[src/rtl/core/cigar_query_range_clipper_macros.svh]
// ----------------------------------------------------------------------------
// cigar_query_range_clipper_macros.svh
// Assertion helpers for the cigar query range clipper RTL.
// ----------------------------------------------------------------------------
`ifndef CIGAR_QUERY_RANGE_CLIPPER_MACROS_SVH
`define CIGAR_QUERY_RANGE_CLIPPER_MACROS_SVH

// Same-cycle implication, disabled during reset
`define CQRC_ASSERT_IMPL(label, clk, rst, ante, cons, msg) \
  label: assert property (@(posedge clk) disable iff (rst) (ante) |-> (cons)) \
    else $error(msg);

// Next-cycle implication, disabled during reset
`define CQRC_ASSERT_NEXT(label, clk, rst, ante, cons, msg) \
  label: assert property (@(posedge clk) disable iff (rst) (ante) |=> (cons)) \
    else $error(msg);

`endif

[src/rtl/core/cqrc_pkg.sv]
`timescale 1ns / 1ps
// ----------------------------------------------------------------------------
// cqrc_pkg
// Types and constants of the cigar query range clipper.
// ----------------------------------------------------------------------------
package cqrc_pkg;

  // Widths
  localparam int COORD_WIDTH = 32;   // running query position
  localparam int WIN_WIDTH   = 32;   // window registers
  localparam int LEN_WIDTH   = 32;   // op length, kept length, span
  localparam int CODE_WIDTH  = 4;
  localparam int CFG_IDX_W   = 1;
  // Compare width: room for position plus length without wrap
  localparam int XW = ((COORD_WIDTH > WIN_WIDTH) ? COORD_WIDTH : WIN_WIDTH) + 1;

  // Op codes
  localparam logic [CODE_WIDTH-1:0] OPC_M  = 4'd0;
  localparam logic [CODE_WIDTH-1:0] OPC_I  = 4'd1;
  localparam logic [CODE_WIDTH-1:0] OPC_S  = 4'd4;
  localparam logic [CODE_WIDTH-1:0] OPC_EQ = 4'd7;
  localparam logic [CODE_WIDTH-1:0] OPC_X  = 4'd8;

  // Register indexes
  localparam logic [CFG_IDX_W-1:0] REG_WINDOW_START = 1'd0;
  localparam logic [CFG_IDX_W-1:0] REG_WINDOW_END   = 1'd1;

  typedef struct packed {
    logic [CODE_WIDTH-1:0] op_code;
    logic [LEN_WIDTH-1:0]  op_length;
    logic                  final_op;
  } op_beat_t;

  typedef struct packed {
    logic                  kept_valid;
    logic [CODE_WIDTH-1:0] kept_code;
    logic [LEN_WIDTH-1:0]  kept_length;
    logic [LEN_WIDTH-1:0]  reference_span;
    logic                  final_result;
  } kept_beat_t;

  typedef struct packed {
    logic [CFG_IDX_W-1:0] index;
    logic [WIN_WIDTH-1:0] wdata;
  } cfg_beat_t;

  // Running state carried from op to op
  typedef struct packed {
    logic [COORD_WIDTH-1:0] pos;
    logic [LEN_WIDTH-1:0]   span;
  } clip_state_t;

  // Query-consuming ops
  function automatic logic uses_query(input logic [CODE_WIDTH-1:0] code);
    return (code == OPC_M) || (code == OPC_I) || (code == OPC_S) ||
           (code == OPC_EQ) || (code == OPC_X);
  endfunction

endpackage

[src/rtl/core/cqrc_trim.sv]
`timescale 1ns / 1ps
// ----------------------------------------------------------------------------
// cqrc_trim
// Combinational trim of one cigar op against the query window, with the
// next running position and span.
// ----------------------------------------------------------------------------
module cqrc_trim import cqrc_pkg::*; (
  input  op_beat_t               op,
  input  clip_state_t            cur,
  input  logic [WIN_WIDTH-1:0]   window_start,
  input  logic [WIN_WIDTH-1:0]   window_end,
  output kept_beat_t             res,
  output clip_state_t            nxt
);

  localparam logic [XW-1:0] COORD_MAX_X = {{(XW-COORD_WIDTH){1'b0}}, {COORD_WIDTH{1'b1}}};

  logic [XW-1:0]        pos_x, cnt_x, ws_x, we_x, sum_x, next_x;
  logic [XW-1:0]        b_x, e_x, len_x;
  logic                 in_window, emit;
  logic [LEN_WIDTH-1:0] klen;
  logic [LEN_WIDTH:0]   span_sum;
  logic [LEN_WIDTH-1:0] span_upd;
  clip_state_t          upd;

  // Position after this op, saturating
  always_comb begin
    pos_x  = XW'(cur.pos);
    cnt_x  = XW'(op.op_length);
    ws_x   = XW'(window_start);
    we_x   = XW'(window_end);
    sum_x  = pos_x + cnt_x;
    if (!uses_query(op.op_code)) begin
      next_x = pos_x;
    end else if (sum_x > COORD_MAX_X) begin
      next_x = COORD_MAX_X;
    end else begin
      next_x = sum_x;
    end
  end

  // Cut points inside the op
  always_comb begin
    b_x = '0;
    e_x = cnt_x;
    if ((ws_x >= pos_x) && (ws_x < next_x)) begin
      b_x = ws_x - pos_x;
    end
    if ((we_x >= pos_x) && (we_x < next_x)) begin
      e_x = we_x - pos_x;
    end
    len_x     = e_x - b_x;
    in_window = (pos_x <= we_x);
    emit      = in_window && (next_x >= ws_x) && (e_x > b_x);
    klen      = len_x[LEN_WIDTH-1:0];
  end

  // Span update, saturating
  always_comb begin
    span_sum = {1'b0, cur.span} + {1'b0, klen};
    if (emit && (op.op_code != OPC_I)) begin
      span_upd = span_sum[LEN_WIDTH] ? {LEN_WIDTH{1'b1}} : span_sum[LEN_WIDTH-1:0];
    end else begin
      span_upd = cur.span;
    end
    upd.span = span_upd;
    upd.pos  = in_window ? next_x[COORD_WIDTH-1:0] : cur.pos;
  end

  // Result beat and state for the next op
  always_comb begin
    res.kept_valid     = emit;
    res.kept_code      = emit ? op.op_code : '0;
    res.kept_length    = emit ? klen : '0;
    res.reference_span = span_upd;
    res.final_result   = op.final_op;
    nxt                = op.final_op ? '0 : upd;
  end

endmodule

[config.mk]
export PLATFORM = sky130hd
export DESIGN_NAME = cqrc_trim
export DESIGN_NICKNAME = d
export VERILOG_FILES = /design/src/rtl/core/cigar_query_range_clipper_macros.svh /design/src/rtl/core/cqrc_pkg.sv /design/src/rtl/core/cqrc_trim.sv
export SDC_FILE = /design/constraint.sdc
export NUM_CORES = 1
export LEC_CHECK = 0
export BUFFER_PORTS_ARGS = -buffer_cell sky130_fd_sc_hd__buf_4
export CAP_MARGIN = 0
export CORE_MARGIN = 2
export CORE_UTILIZATION = 40
export DETAILED_ROUTE_END_ITERATION = 7
export SETUP_SLACK_MARGIN = 0.3
export SYNTH_ARGS = -nofsm -noshare
export SYNTH_HDL_FRONTEND = slang
export SYNTH_SLANG_ARGS = --single-unit
[constraint.sdc]
create_clock -name vclk -period 10.7
set_clock_uncertainty 0.15 [all_clocks]
set_input_delay 1.07 -clock vclk [all_inputs]
set_output_delay 1.07 -clock vclk [all_outputs]
set_load 0.01 [all_outputs]
==> impl_metrics.ini <==
[worst_setup_path]
cp_slowest_stage_delay_ns = 0.48
worst_path_most_repeated_cell = buf_4
cpMaxStageDelayCell = o41a_1
crit_type = in -> out
critPathArrivalTime_ns = 9.94
required_ns = 9.48
crit_path_start_kind = input port
endpoint_kind = output port
cp_max_fo = 13

[die]
rows = 65
die_h_um = 182
fp.coreArea_mm2 = 0.0313
die_area_mm2 = 0.0330
io_pins = 299
die_w_um = 182
start_util_pct = 40.3

[pwr]
vdd_drop_max_v = 0.0000809
power_density_mw_per_mm2 = 146
internal-power_mw = 1.44
swShare_pct = 49.7
p_leak_nw = 9.66
clockPowerShare_pct = 0
switchingPower_mw = 1.42
seq_power_share_pct = 0
power.share.combinational_pct = 100.0

[global_route]
grt.overflow.total = 0
grt.total_usage_pct = 31.5
grt_pass1_wl_mm = 83.3
antenna_found_initial = 1
grt_pass1_vias = 16000
grt_max_degree = 67

[cells_and_area]
nFillCells = 2951
final_cells = 2967
utilization_pct = 62.7
drive_gt1_share_pct = 38.1
nNetsFinal = 2962
antenna_cells = 0
clockBufferCount = 0
syn_to_final_growth_pct = 55.6
register_area_um2 = 0
seq_cell_count = 0

[yosys]
ys_warn_count = 0
yosysTopAreaCell = ha_1
syn_area_mm2 = 0.0126
synth.avg_cell_area_um2 = 6.87
synthCells = 1837
yosysMostFrequentCell = ha_1
synthTopCellsByCount = ha_1, a21oi_1, nand2_1, nor2_1, o21ai_0
synth_nets = 2232
netlist.area_leader.share_pct = 22.3
ys_types = 92
ys_seq_area_share_pct = 0
synthTopCellsByArea = ha_1, a21oi_1, xnor2_1

[drt]
wl_per_cell_um = 18.5
vias = 16600
ant_nets = 0
drc = 0
drt_iter0_drc = 1035
via_per_inst = 5.58
wl_mm = 54.9
drt_first_pass_iters = 5

[timing]
final_hold_viol_count = 0
timing.final.ws_setup_ns = -0.464
relSlewSlack_pct = 20.5
fin_hold_ws_ns = 2.34
fin_crit_ns = 11.16
finalMaxSlewViolations = 0
finalCritPeriodShare_pct = 104
rsz0062_at_grt = yes
tightest_slew_ns = 1.19
fmaxAchievable_mhz = 89.6
finalSetupViolations = 64

[status]
violations = setup timing
status = complete, but fails checks

[place]
gp_congestion = 0.927
post-dp-hpwl_mm = 47.7
place_inst = 2935
port_buffers = 299

[hold_path]
hold_class = in -> out
hold_start = cur[19]
holdPathStages = 4
holdPathEnd = res[20]

[clocking]
hold_buffers = 0

[run]
max-cap-violations = 0
==> worst max-delay path, delay by kind of cell <==
kind	cells	cell delay [ns]
xor+xnor	2	0.37
fa+ha+maj	5	1.30
simple gates	11	1.74
buf+inv	10	1.52
compound gates	17	3.92
==> what timing repair did <==
item | 4_1_cts | 5_1_grt
pin swaps | 81 | 26
gates cloned | 0 | 0
resized for setup | 90 | 57
endpoints found under the setup margin | 101 | 97
setup buffers | 24 | 8
==> logic make-up (layout without fill, tap and decap cells) <==
| logic type | count (synthesis) | count (layout) | share of synthesized area, % |
|---|---|---|---|
| AND/OR/NAND/NOR | 553 | 553 | 21.5 |
| adder cells (fa/ha/maj) | 231 | 231 | 23.2 |
| XOR/XNOR | 129 | 129 | 8.95 |
| AO/OA/AOI/OAI | 696 | 696 | 36.9 |
| multiplexers | 39 | 39 | 3.40 |
| buffers and inverters | 189 | 917 | 6.13 |
==> how the worst max path moves through the flow <==
| stage | from | endpoint | slack (ns) | depth (start not counted) |
|---|---|---|---|---|
| 2_1_floorplan | op[1] | res[22] | 0.30 | 41 |
| 3_3_place_gp | op[1] | nxt[30] | -1.65 | 44 |
| 3_5_place_dp | op[1] | nxt[30] | -1.77 | 44 |
| 4_1_cts | cur[32] | nxt[30] | -0.60 | 46 |
| 5_1_grt | op[19] | nxt[2] | -0.91 | 45 |
| 6_report | op[19] | nxt[7] | -0.46 | 45 |
==> placed cells by master (no fill, tap or decap), types with 17 or more instances in the layout <==
cell type	Yosys	layout
o221a_2	17	17
and2_1	43	43
nand2b_1	25	25
xor2_1	41	39
xnor2_1	88	84
buf_4	4	764
nor3_1	38	36
inv_1	122	121
a21oi_1	214	194
o21ai_0	126	115
o21bai_1	23	23
a211oi_2	7	17
a31oi_1	20	19
o22a_1	17	17
ha_1	225	219
o21a_1	40	40
nand4_1	23	23
a211oi_1	32	22
and3_1	18	18
nor2_1	128	113
buf_6	2	18
a21o_1	65	65
mux2_2	30	29
nand3_1	45	44
a21oi_2	8	27
nand2_1	154	152
==> cell type report <==
class              count  area [µm²]  area share [%]
multi-input cells   1648       12500            63.8
repair buffers       793        6150            31.3
well taps            402         503            2.56
inverters            124         465            2.37
==> power groups by stage <==
| stage | clock [mW] | sequential (mW) | combinational, mW |
|---|---|---|---|
| 2_1_floorplan | 0 | 0 | 1.40 |
| 6_report | 0 | 0 | 2.86 |
| 3_3_place_gp | 0 | 0 | 2.51 |
| 4_1_cts | 0 | 0 | 2.71 |
| 5_1_grt | 0 | 0 | 3.12 |
| 3_5_place_dp | 0 | 0 | 2.53 |
==> layer usage <==
metal | vias to the layer above | GRT usage [%] | part of all wire [%]
met5 | - | 0 | 0.029
met2 | 602 | 53.8 | 45
li1 | 8329 | - | -
met1 | 7522 | 41.5 | 45
met4 | 2 | 10.3 | 3.5
met3 | 97 | 3.11 | 6.1
==> stage by stage <==
stage,setup TNS (ns),cell area (µm²),total power [mW],worst slack [ns]
after CTS,-31.07,19300,2.71,-0.600
final,-23.44,19600,2.86,-0.464
after detailed placement,-119.98,18700,2.53,-1.77
after global placement,-110.20,18700,2.51,-1.65
after floorplan,0,12700,1.40,0.303
after global routing,-52.91,19600,3.12,-0.910
Note: power is estimated with default switching activity, not from simulation.
